## config.mk

```make
export PLATFORM = sky130hd
export DESIGN_NAME = alarm_table_qualifier_latch_flat
export DESIGN_NICKNAME = d
export VERILOG_FILES = /design/src/rtl/atql_pkg.sv /design/src/rtl/atql_in_if.sv /design/src/rtl/atql_out_if.sv /design/src/rtl/atql_ctrl.sv /design/src/rtl/atql_datapath.sv /design/src/rtl/alarm_table_qualifier_latch.sv /design/src/flat_wrapper.sv
export SDC_FILE = /design/constraint.sdc
export NUM_CORES = 2
export LEC_CHECK = 0
export ABC_AREA = 1
export BUFFER_PORTS_ARGS = -buffer_cell sky130_fd_sc_hd__buf_4
export CAP_MARGIN = 20
export CORE_AREA = 2 2 536 538
export CTS_CLUSTER_SIZE = 20
export DETAILED_ROUTE_END_ITERATION = 7
export DIE_AREA = 0 0 538 540
export PLACE_DENSITY = 0.4
export RECOVER_POWER = 50
export SLEW_MARGIN = 30
export SYNTH_ARGS = -nofsm -noshare
export SYNTH_HDL_FRONTEND = slang
export SYNTH_HIERARCHICAL = 1
export SYNTH_SLANG_ARGS = --single-unit
```

## constraint.sdc

```tcl
create_clock -name clk -period 7.45 [get_ports clk]
set_clock_uncertainty 0.15 [all_clocks]
set_input_delay 0.3725 -clock clk [delete_from_list [all_inputs] [get_ports clk]]
set_output_delay 0.3725 -clock clk [all_outputs]
set_load 0.005 [all_outputs]
```

## src/rtl/atql_pkg.sv

```systemverilog
// Shared types, widths and codes for the alarm table qualifier and latch.
`timescale 1ns / 1ps

package atql_pkg;

    localparam int TABLE_DEPTH_DEFAULT = 64;

    localparam int INDEX_W  = 6;
    localparam int BYTE_W   = 8;
    localparam int LED_W    = 2;
    localparam int COUNT_W  = 7;

    localparam logic ACTION_LOAD = 1'b0;
    localparam logic ACTION_EVAL = 1'b1;

    localparam logic [LED_W-1:0] LED_NONE       = 2'd0;
    localparam logic [LED_W-1:0] LED_FAULT_ONLY = 2'd2;

    localparam logic [1:0] MODE_OFF    = 2'd0;
    localparam logic [1:0] MODE_SINGLE = 2'd1;
    localparam logic [1:0] MODE_STEADY = 2'd2;
    localparam logic [1:0] MODE_DOUBLE = 2'd3;

    localparam logic [COUNT_W-1:0] COUNT_MAX = 7'd127;

    typedef struct packed {
        logic [BYTE_W-1:0] mask;
        logic [BYTE_W-1:0] limit;
        logic [LED_W-1:0]  led;
        logic              storable;
        logic [BYTE_W-1:0] wait_cnt;
        logic              active;
        logic              latched;
    } row_t;

    typedef struct packed {
        logic capture;
        logic commit;
    } cmd_t;

endpackage

```

## src/rtl/atql_in_if.sv

```systemverilog
// Input channel carrying load and evaluate beats.
`timescale 1ns / 1ps

interface atql_in_if;
    import atql_pkg::*;

    logic                 valid;
    logic                 ready;
    logic                 action;
    logic [INDEX_W-1:0]   entry_index;
    logic [BYTE_W-1:0]    source_status;
    logic [BYTE_W-1:0]    entry_mask;
    logic [BYTE_W-1:0]    wait_limit;
    logic [LED_W-1:0]     led_bits;
    logic                 storable;
    logic                 acknowledge;
    logic                 last_of_scan;

    modport source (
        output valid, action, entry_index, source_status, entry_mask, wait_limit,
               led_bits, storable, acknowledge, last_of_scan,
        input  ready
    );

    modport sink (
        input  valid, action, entry_index, source_status, entry_mask, wait_limit,
               led_bits, storable, acknowledge, last_of_scan,
        output ready
    );
endinterface

```

## src/rtl/atql_out_if.sv

```systemverilog
// Output channel carrying one result beat per input beat.
`timescale 1ns / 1ps

interface atql_out_if;
    import atql_pkg::*;

    logic                 valid;
    logic                 ready;
    logic                 entry_active;
    logic                 entry_latched;
    logic                 summary_valid;
    logic [1:0]           led_mode;
    logic                 alarm_relay;
    logic                 any_alarm;
    logic                 unacked_present;
    logic [COUNT_W-1:0]   active_count;

    modport source (
        output valid, entry_active, entry_latched, summary_valid, led_mode,
               alarm_relay, any_alarm, unacked_present, active_count,
        input  ready
    );

    modport sink (
        input  valid, entry_active, entry_latched, summary_valid, led_mode,
               alarm_relay, any_alarm, unacked_present, active_count,
        output ready
    );
endinterface

```

## src/rtl/atql_ctrl.sv

```systemverilog
// Controller state machine sequencing table read, write-back and result hand-off.
`timescale 1ns / 1ps

module atql_ctrl (
    input  logic            clk,
    input  logic            rst_n,
    input  logic            in_valid,
    output logic            in_ready,
    output logic            out_valid,
    input  logic            out_ready,
    output atql_pkg::cmd_t  cmd
);
    import atql_pkg::*;

    localparam logic ST_IDLE = 1'b0;
    localparam logic ST_EXEC = 1'b1;

    logic state_reg;
    logic state_next;
    logic out_valid_reg;
    logic out_valid_next;
    logic out_free;

    assign in_ready    = (state_reg == ST_IDLE);
    assign out_free    = !out_valid_reg || out_ready;
    assign cmd.capture = (state_reg == ST_IDLE) && in_valid;
    assign cmd.commit  = (state_reg == ST_EXEC) && out_free;
    assign out_valid   = out_valid_reg;

    always_comb
    begin
        state_next = state_reg;
        case (state_reg)
            ST_IDLE:
            begin
                if (in_valid)
                begin
                    state_next = ST_EXEC;
                end
            end
            ST_EXEC:
            begin
                if (out_free)
                begin
                    state_next = ST_IDLE;
                end
            end
            default:
            begin
                state_next = ST_IDLE;
            end
        endcase
    end

    always_comb
    begin
        if (cmd.commit)
        begin
            out_valid_next = 1'b1;
        end
        else if (out_ready)
        begin
            out_valid_next = 1'b0;
        end
        else
        begin
            out_valid_next = out_valid_reg;
        end
    end

    always_ff @(posedge clk or negedge rst_n)
    begin
        if (!rst_n)
        begin
            state_reg     <= ST_IDLE;
            out_valid_reg <= 1'b0;
        end
        else
        begin
            state_reg     <= state_next;
            out_valid_reg <= out_valid_next;
        end
    end
endmodule

```

## src/rtl/atql_datapath.sv

```systemverilog
// Datapath with the entry table memory, qualification logic, scan summary and result register.
`timescale 1ns / 1ps

module atql_datapath #(
    parameter int TABLE_DEPTH = atql_pkg::TABLE_DEPTH_DEFAULT
) (
    input  logic                          clk,
    input  logic                          rst_n,
    input  logic                          cfg_wr_en,
    input  logic                          cfg_wr_data,
    input  atql_pkg::cmd_t                cmd,
    input  logic                          in_action,
    input  logic [atql_pkg::INDEX_W-1:0]  in_entry_index,
    input  logic [atql_pkg::BYTE_W-1:0]   in_source_status,
    input  logic [atql_pkg::BYTE_W-1:0]   in_entry_mask,
    input  logic [atql_pkg::BYTE_W-1:0]   in_wait_limit,
    input  logic [atql_pkg::LED_W-1:0]    in_led_bits,
    input  logic                          in_storable,
    input  logic                          in_acknowledge,
    input  logic                          in_last_of_scan,
    output logic                          res_entry_active,
    output logic                          res_entry_latched,
    output logic                          res_summary_valid,
    output logic [1:0]                    res_led_mode,
    output logic                          res_alarm_relay,
    output logic                          res_any_alarm,
    output logic                          res_unacked_present,
    output logic [atql_pkg::COUNT_W-1:0]  res_active_count
);
    import atql_pkg::*;

    localparam int AW = (TABLE_DEPTH > 1) ? $clog2(TABLE_DEPTH) : 1;

    row_t                 mem [TABLE_DEPTH];
    logic [TABLE_DEPTH-1:0] row_valid_reg;

    logic [AW-1:0]        rd_addr;
    logic                 rd_in_range;
    row_t                 rd_row_reg;
    logic                 rd_valid_reg;

    logic                 latching_mode_reg;

    logic                 cap_action_reg;
    logic [AW-1:0]        cap_addr_reg;
    logic                 cap_in_range_reg;
    logic [BYTE_W-1:0]    cap_status_reg;
    logic [BYTE_W-1:0]    cap_mask_reg;
    logic [BYTE_W-1:0]    cap_limit_reg;
    logic [LED_W-1:0]     cap_led_reg;
    logic                 cap_storable_reg;
    logic                 cap_ack_reg;
    logic                 cap_last_reg;

    logic [LED_W-1:0]     scan_led_reg;
    logic [LED_W-1:0]     scan_led_next;
    logic                 scan_latch_reg;
    logic                 scan_latch_next;
    logic [COUNT_W-1:0]   scan_count_reg;
    logic [COUNT_W-1:0]   scan_count_next;
    logic [1:0]           held_mode_reg;
    logic [1:0]           held_mode_next;
    logic                 held_unacked_reg;
    logic                 held_unacked_next;

    row_t                 cur_row;
    row_t                 row_next;
    logic                 row_we;
    logic                 disabled;
    logic                 hit;
    logic [BYTE_W:0]      cnt_inc;
    logic                 eval_ok;
    logic [LED_W-1:0]     led_acc;
    logic                 latch_acc;
    logic [COUNT_W-1:0]   count_acc;
    logic                 act;
    logic                 lat;
    logic                 summary;
    logic [1:0]           mode;
    logic                 unacked;

    logic                 entry_active_reg;
    logic                 entry_latched_reg;
    logic                 summary_valid_reg;
    logic [1:0]           led_mode_reg;
    logic                 unacked_present_reg;
    logic [COUNT_W-1:0]   active_count_reg;

    assign rd_addr     = AW'(in_entry_index);
    assign rd_in_range = (32'(in_entry_index) < TABLE_DEPTH);

    always_ff @(posedge clk or negedge rst_n)
    begin
        if (!rst_n)
        begin
            latching_mode_reg <= 1'b1;
        end
        else if (cfg_wr_en)
        begin
            latching_mode_reg <= cfg_wr_data;
        end
    end

    always_ff @(posedge clk)
    begin
        if (cmd.capture)
        begin
            rd_row_reg       <= mem[rd_addr];
            rd_valid_reg     <= rd_in_range && row_valid_reg[rd_addr];
            cap_action_reg   <= in_action;
            cap_addr_reg     <= rd_addr;
            cap_in_range_reg <= rd_in_range;
            cap_status_reg   <= in_source_status;
            cap_mask_reg     <= in_entry_mask;
            cap_limit_reg    <= in_wait_limit;
            cap_led_reg      <= in_led_bits;
            cap_storable_reg <= in_storable;
            cap_ack_reg      <= in_acknowledge;
            cap_last_reg     <= in_last_of_scan;
        end
        if (row_we)
        begin
            mem[cap_addr_reg] <= row_next;
        end
    end

    always_ff @(posedge clk or negedge rst_n)
    begin
        if (!rst_n)
        begin
            row_valid_reg <= '0;
        end
        else if (row_we)
        begin
            row_valid_reg[cap_addr_reg] <= 1'b1;
        end
    end

    // An entry that was never written reads as the all-zero reset row.
    always_comb
    begin
        cur_row  = rd_valid_reg ? rd_row_reg : '0;
        row_next = cur_row;
        disabled = (cur_row.mask == '0) || (cur_row.limit == '0);
        hit      = |(cap_status_reg & cur_row.mask);
        cnt_inc  = {1'b0, cur_row.wait_cnt} + {{BYTE_W{1'b0}}, 1'b1};
        eval_ok  = (cap_action_reg == ACTION_EVAL) && cap_in_range_reg;
        row_we   = cmd.commit && cap_in_range_reg;

        if (cap_action_reg == ACTION_LOAD)
        begin
            row_next.mask     = cap_mask_reg;
            row_next.limit    = cap_limit_reg;
            row_next.led      = cap_led_reg;
            row_next.storable = cap_storable_reg;
        end
        else if (disabled)
        begin
            row_next.active  = 1'b0;
            row_next.latched = 1'b0;
        end
        else
        begin
            if (hit)
            begin
                if (cnt_inc >= {1'b0, cur_row.limit})
                begin
                    row_next.wait_cnt = cur_row.limit;
                    row_next.active   = 1'b1;
                end
                else
                begin
                    row_next.wait_cnt = cnt_inc[BYTE_W-1:0];
                end
            end
            else
            begin
                row_next.wait_cnt = '0;
                row_next.active   = 1'b0;
            end
            if (cur_row.storable)
            begin
                if (!latching_mode_reg)
                begin
                    row_next.latched = row_next.active;
                end
                else if (cap_ack_reg)
                begin
                    row_next.latched = 1'b0;
                end
                else
                begin
                    row_next.latched = cur_row.latched | row_next.active;
                end
            end
        end
    end

    always_comb
    begin
        act       = eval_ok && row_next.active;
        lat       = eval_ok && row_next.latched;
        led_acc   = act ? (scan_led_reg | cur_row.led) : scan_led_reg;
        latch_acc = scan_latch_reg | lat;
        count_acc = (act && (scan_count_reg != COUNT_MAX))
                    ? scan_count_reg + COUNT_W'(1) : scan_count_reg;
        summary   = (cap_action_reg == ACTION_EVAL) && cap_last_reg;

        held_mode_next    = held_mode_reg;
        held_unacked_next = held_unacked_reg;

        if (latching_mode_reg && cap_ack_reg)
        begin
            mode    = held_mode_reg;
            unacked = held_unacked_reg;
        end
        else
        begin
            if (led_acc == LED_NONE)
            begin
                mode = MODE_OFF;
            end
            else if (led_acc == LED_FAULT_ONLY)
            begin
                mode = MODE_SINGLE;
            end
            else
            begin
                mode = MODE_STEADY;
            end
            unacked = latching_mode_reg && latch_acc;
            if (unacked && (led_acc == LED_NONE))
            begin
                mode = MODE_DOUBLE;
            end
            if (summary)
            begin
                held_mode_next    = mode;
                held_unacked_next = unacked;
            end
        end

        if (summary)
        begin
            scan_led_next   = '0;
            scan_latch_next = 1'b0;
            scan_count_next = '0;
        end
        else
        begin
            scan_led_next   = led_acc;
            scan_latch_next = latch_acc;
            scan_count_next = count_acc;
        end
    end

    always_ff @(posedge clk or negedge rst_n)
    begin
        if (!rst_n)
        begin
            scan_led_reg     <= '0;
            scan_latch_reg   <= 1'b0;
            scan_count_reg   <= '0;
            held_mode_reg    <= MODE_OFF;
            held_unacked_reg <= 1'b0;
        end
        else if (cmd.commit)
        begin
            scan_led_reg     <= scan_led_next;
            scan_latch_reg   <= scan_latch_next;
            scan_count_reg   <= scan_count_next;
            held_mode_reg    <= held_mode_next;
            held_unacked_reg <= held_unacked_next;
        end
    end

    always_ff @(posedge clk)
    begin
        if (cmd.commit)
        begin
            entry_active_reg    <= act;
            entry_latched_reg   <= lat;
            summary_valid_reg   <= summary;
            led_mode_reg        <= summary ? mode : MODE_OFF;
            unacked_present_reg <= summary && unacked;
            active_count_reg    <= summary ? count_acc : '0;
        end
    end

    assign res_entry_active    = entry_active_reg;
    assign res_entry_latched   = entry_latched_reg;
    assign res_summary_valid   = summary_valid_reg;
    assign res_led_mode        = led_mode_reg;
    assign res_alarm_relay     = (led_mode_reg == MODE_STEADY);
    assign res_any_alarm       = (led_mode_reg == MODE_SINGLE) || (led_mode_reg == MODE_STEADY);
    assign res_unacked_present = unacked_present_reg;
    assign res_active_count    = active_count_reg;
endmodule

```

## src/rtl/alarm_table_qualifier_latch.sv

```systemverilog
// Top level of the alarm table qualifier and latch.
//
// The item channel takes load beats, which write an entry's mask, wait limit,
// LED bits and storable flag, and evaluate beats, which qualify an entry
// against a source status byte. Every accepted beat yields exactly one beat
// on the result channel; the last evaluate beat of a scan also carries the
// LED, relay, unacknowledged and active-count summary.
// The single configuration register selects latching or transparent mode.
// An item is read, then qualified: on acceptance its table row is read from
// the single-port entry memory; in the execute state the item is qualified,
// its row is written back and the result register is loaded once that register
// is free. A new item is accepted only once the last has left the execute state.
// While the result register is full and not taken, one further item is
// accepted and then waits with its row read until the result is taken.
// Reset empties the table, so every entry reads as disabled with clear
// counters and flags, clears the scan state and selects latching mode.
// No clearing pass is needed after reset.
`timescale 1ns / 1ps

module alarm_table_qualifier_latch #(
    parameter int TABLE_DEPTH = atql_pkg::TABLE_DEPTH_DEFAULT
) (
    input  logic       clk,
    input  logic       rst_n,
    input  logic       cfg_wr_en,
    input  logic       cfg_wr_data,
    atql_in_if.sink    item,
    atql_out_if.source result
);
    import atql_pkg::*;

    cmd_t cmd;

    atql_ctrl u_ctrl (
        .clk       (clk),
        .rst_n     (rst_n),
        .in_valid  (item.valid),
        .in_ready  (item.ready),
        .out_valid (result.valid),
        .out_ready (result.ready),
        .cmd       (cmd)
    );

    atql_datapath #(
        .TABLE_DEPTH (TABLE_DEPTH)
    ) u_datapath (
        .clk                 (clk),
        .rst_n               (rst_n),
        .cfg_wr_en           (cfg_wr_en),
        .cfg_wr_data         (cfg_wr_data),
        .cmd                 (cmd),
        .in_action           (item.action),
        .in_entry_index      (item.entry_index),
        .in_source_status    (item.source_status),
        .in_entry_mask       (item.entry_mask),
        .in_wait_limit       (item.wait_limit),
        .in_led_bits         (item.led_bits),
        .in_storable         (item.storable),
        .in_acknowledge      (item.acknowledge),
        .in_last_of_scan     (item.last_of_scan),
        .res_entry_active    (result.entry_active),
        .res_entry_latched   (result.entry_latched),
        .res_summary_valid   (result.summary_valid),
        .res_led_mode        (result.led_mode),
        .res_alarm_relay     (result.alarm_relay),
        .res_any_alarm       (result.any_alarm),
        .res_unacked_present (result.unacked_present),
        .res_active_count    (result.active_count)
    );
endmodule
```

## src/flat_wrapper.sv

```systemverilog
// flat-port wrapper written by rule: the top's interface ports become plain ports
module alarm_table_qualifier_latch_flat import atql_pkg::*;
#(
    parameter int TABLE_DEPTH = atql_pkg::TABLE_DEPTH_DEFAULT
)
  (clk, rst_n, cfg_wr_en, cfg_wr_data, item_valid, item_action, item_entry_index, item_source_status, item_entry_mask, item_wait_limit, item_led_bits, item_storable, item_acknowledge, item_last_of_scan, item_ready, result_valid, result_entry_active, result_entry_latched, result_summary_valid, result_led_mode, result_alarm_relay, result_any_alarm, result_unacked_present, result_active_count, result_ready);
  atql_in_if item_i ();
  atql_out_if result_i ();
  input  logic clk;
  input  logic rst_n;
  input  logic cfg_wr_en;
  input  logic cfg_wr_data;
  input wire logic [$bits(item_i.valid)-1:0] item_valid;
  input wire logic [$bits(item_i.action)-1:0] item_action;
  input wire logic [$bits(item_i.entry_index)-1:0] item_entry_index;
  input wire logic [$bits(item_i.source_status)-1:0] item_source_status;
  input wire logic [$bits(item_i.entry_mask)-1:0] item_entry_mask;
  input wire logic [$bits(item_i.wait_limit)-1:0] item_wait_limit;
  input wire logic [$bits(item_i.led_bits)-1:0] item_led_bits;
  input wire logic [$bits(item_i.storable)-1:0] item_storable;
  input wire logic [$bits(item_i.acknowledge)-1:0] item_acknowledge;
  input wire logic [$bits(item_i.last_of_scan)-1:0] item_last_of_scan;
  output wire logic [$bits(item_i.ready)-1:0] item_ready;
  output wire logic [$bits(result_i.valid)-1:0] result_valid;
  output wire logic [$bits(result_i.entry_active)-1:0] result_entry_active;
  output wire logic [$bits(result_i.entry_latched)-1:0] result_entry_latched;
  output wire logic [$bits(result_i.summary_valid)-1:0] result_summary_valid;
  output wire logic [$bits(result_i.led_mode)-1:0] result_led_mode;
  output wire logic [$bits(result_i.alarm_relay)-1:0] result_alarm_relay;
  output wire logic [$bits(result_i.any_alarm)-1:0] result_any_alarm;
  output wire logic [$bits(result_i.unacked_present)-1:0] result_unacked_present;
  output wire logic [$bits(result_i.active_count)-1:0] result_active_count;
  input wire logic [$bits(result_i.ready)-1:0] result_ready;
  assign item_i.valid = item_valid;
  assign item_i.action = item_action;
  assign item_i.entry_index = item_entry_index;
  assign item_i.source_status = item_source_status;
  assign item_i.entry_mask = item_entry_mask;
  assign item_i.wait_limit = item_wait_limit;
  assign item_i.led_bits = item_led_bits;
  assign item_i.storable = item_storable;
  assign item_i.acknowledge = item_acknowledge;
  assign item_i.last_of_scan = item_last_of_scan;
  assign item_ready = item_i.ready;
  assign result_valid = result_i.valid;
  assign result_entry_active = result_i.entry_active;
  assign result_entry_latched = result_i.entry_latched;
  assign result_summary_valid = result_i.summary_valid;
  assign result_led_mode = result_i.led_mode;
  assign result_alarm_relay = result_i.alarm_relay;
  assign result_any_alarm = result_i.any_alarm;
  assign result_unacked_present = result_i.unacked_present;
  assign result_active_count = result_i.active_count;
  assign result_i.ready = result_ready;
  alarm_table_qualifier_latch #(.TABLE_DEPTH(TABLE_DEPTH)) u_core (.clk(clk), .rst_n(rst_n), .cfg_wr_en(cfg_wr_en), .cfg_wr_data(cfg_wr_data), .item(item_i), .result(result_i));
endmodule
```

==> flow_summary_export.csv <==
group,metric,value,unit
layout,postLayoutCellArea,92200,sq um
clocking,cts_tree,"yes",
timing,finalHoldViolations,0,
pwr,internal_power,19.5,mW
grt,met1_usage,0.258,
grt,grt.busiest_layer,"met2",
critical_path,cp_max_fo,33,
critical_path,cp-end-kind,"flip-flop",
critical_path,slowest_delay,2.28,ns
grt,overflow,0,
critical_path,reg2reg_to,"u_core/u_datapath/mem[34][24]",
pwr,seqPwrFrac,0.504,
pwr,switching_share,0.244,
yosys,avgSynthCellArea,13.1,sq um
pwr,peakVddDrop,0.000173,V
place,numPortBuffers,58,
critical_path,cpMaxStageDelayCell,"clkbuf_1",
detailed_routing,ant_nets,0,
yosys,ys.flop_type,"edfxtp_1",
pwr,combinationalPowerShare,0.088,
critical_path,crit_path_cell_trace,"a21oi_4, clkbuf_1, nand4_1, clkbuf_1, nor2_4, clkbuf_1",
yosys,seq_area_frac_synth,0.758,
timing,slew_headroom,-1.67,
yosys,syn_area,79300,sq um
clocking,postCtsSetupRepairBufs,0,
flow_run,max-cap-violations,56,
critical_path,rrSetupSlack,1.41,ns
pwr,finalPower,25.8,mW
timing,maxSlewViolCount,1794,
timing,timing.hold.ws,0.0974,ns
place,gp_congestion,0.838,
yosys,synth_top_area_cell,"edfxtp_1",
yosys,syn_inst,6043,
critical_path,worst_r2r_path_depth,6,
critical_path,critPathLaunchType,"flip-flop",
clocking,h-tree-depth,4,
grt,use_met3,0.0229,
grt,grt_pass1_wl,390000,microns
grt,antenna_found_initial,20,
pwr,p_switching,6.31,mW
detailed_routing,wl_per_cell,27.7,microns
timing,setup_violations,0,
yosys,synth_area_leaders,"edfxtp_1, o21ai_0, nor2_1, o22ai_1, dfrtp_1",
grt,grt_max_degree,155,
yosys,async_flop_share,0.0397,
yosys,synth_seq_cells,2015,
place,dp_hpwl,142000,microns
timing,rsz0062_at_grt,"false",
critical_path,cp_common_cell,"clkbuf_1",
place,dpl_cell_area,85600,sq um
yosys,synth_edf_count,1935,
floorplanning,rows,196,
detailed_routing,vias,51500,
yosys,netlist_top_cells_count,"edfxtp_1, nor2_1, o21ai_0, o22ai_1, clkbuf_1",
min_path,whs_path_depth,2,
critical_path,cp.arrival,6.28,ns
floorplanning,chipWidth,538,microns
critical_path,path_buf_inv,3,
timing,worst_pin_slew,4.01,ns
floorplanning,die_h,540,microns
layout,area_growth,16.2,%
clocking,clock_latency,0.88,ns
floorplanning,start_util,0.279,
grt,grt_usage,0.187,
layout,drive_above_1_share,0.0993,
critical_path,cp.required,7.69,ns
detailed_routing,wirelength,278000,microns
run_status,violations,"capacitance limit, slew limit",
timing,min_period,6.04,ns
pwr,power.share.clock,0.408,
timing,fin_tns_setup,0,ns
clocking,clock_tree.buffer_depth,4,
floorplanning,die_area,291000,sq um
detailed_routing,drc,0,
timing,fin_crit_sh,0.811,
grt,met2_usage,0.311,
clocking,cts_root_buffer,"clkbuf_16",
layout,post-route-util,0.324,
min_path,whs_endpoint,"u_core/u_datapath/cap_action_reg",
clocking,clk_pin_slew,0.06,ns
critical_path,critPathKind,"reg2reg",
clocking,cts_made_buffers,221,
yosys,synth_top_area_share,0.732,
yosys,synthesis.nets,6096,
detailed_routing,avgViaCountPerCell,5.12,
yosys,synth_warnings,6,
critical_path,cpLargestDelayFamily,"buffers and inverters",
detailed_routing,drt_first_pass_iters,5,
yosys,synth_most_common_cell,"edfxtp_1",
min_path,hp-class,"in2reg",
layout,final_nets,6177,
timing,fmax,166,MHz
layout,largest_reg_flops,1856,
critical_path,r2r-start,"u_core/u_ctrl/out_valid",
pwr,powerDensity,280,nW/um^2
min_path,min_from,"item_action",
floorplanning,coreArea,284000,sq um
detailed_routing,drt_iter0_drc,4863,
grt,grt_pass1_vias,50100,
clocking,clock-sinks,2015,
pwr,power_leakage,29.3,nW
floorplanning,io_pins,59,
run_status,outcome,"complete, but fails checks",
yosys,synth_cell_types,48,
## worst max-delay path by stage
stage / startpoint / endpoint / slack (ns) / depth (start not counted)
2_1_floorplan: u_core/u_datapath/rd_valid_reg / u_core/u_datapath/mem[0][9] / 1.25 / 18
3_3_place_gp: u_core/u_datapath/rd_valid_reg / u_core/u_datapath/mem[28][3] / 2.38 / 18
3_5_place_dp: u_core/u_datapath/rd_valid_reg / u_core/u_datapath/mem[14][9] / 2.49 / 18
4_1_cts: u_core/u_datapath/rd_valid_reg / u_core/u_datapath/mem[10][9] / 2.48 / 18
5_1_grt: u_core/u_ctrl/out_valid / u_core/u_datapath/mem[20][0] / 1.19 / 5
6_report: u_core/u_ctrl/out_valid / u_core/u_datapath/mem[34][24] / 1.41 / 6
## per-stage QoR
stage,worst slack [ns],cells
2_1_floorplan,1.25,6043
3_3_place_gp,2.38,9608
3_5_place_dp,2.49,9622
4_1_cts,2.48,10100
5_1_grt,1.19,10100
6_report,1.41,10100
## area by class of cell
cell class	count	area, sq um
diodes	8	20.0
clock buffers	294	5960
clock inverters	97	840
fillers	28200	192000
inverters	89	364
multi-input cells	3502	17900
flip-flops and latches	2015	60100
well taps	3762	4710
repair buffers	295	2370
## per-layer routing
layer / part of all wire / vias to the layer above
met5: 0.000061 / -
met4: 0.026 / 2
met3: 0.056 / 335
met2: 0.47 / 1518
met1: 0.44 / 26900
li1: - / 22800
## power groups by stage
stage	Clock, mW	Sequential, mW	Combinational [mW]
floorplan	0	13.3	1.13
global placement	0	13.2	2.23
detailed placement	0	13.2	2.31
CTS	10.8	13.0	2.33
global route	11.2	13.0	2.44
finish	10.5	13.0	2.26
## kinds of logic after synthesis
logic type | count (synthesis) | synth area share
XOR/XNOR | 7 | 0.000773
buffers and inverters | 526 | 0.0267
adder cells (fa/ha/maj) | 11 | 0.00173
AND/OR/NAND/NOR | 1550 | 0.0766
flip-flops | 2015 | 0.758
multiplexers | 1 | 0.000142
AO/OA/AOI/OAI | 1933 | 0.136
## what timing repair did
item,CTS,global route
hold buffers,39,0
gates resized for setup,0,0
hold endpoints to repair,138,0
## layout by cell type, fill, tap and decap left out, types with 7 or more instances in the layout
cell           count
edfxtp_1        1935
nor2_1          1236
o21ai_0         1213
o22ai_1          496
clkbuf_16        225
nand2_1          155
clkbuf_1         132
buf_4            122
dfrtp_1           79
inv_1             78
o221ai_1          55
nor2_4            48
clkinv_1          46
nand3_1           41
dlygate4sd3_1     38
clkbuf_4          38
or2_2             37
o211ai_1          35
o21ai_1           33
clkinv_2          30
a21oi_1           26
buf_12            16
bufinv_16         14
o21ai_4           13
o32ai_1           11
ha_1              11
o21bai_1           9
diode_2            8
clkbuf_8           7
o221ai_2           7
nand3_2            7
xor2_1             7
Note: power is estimated with default switching activity, not from simulation.
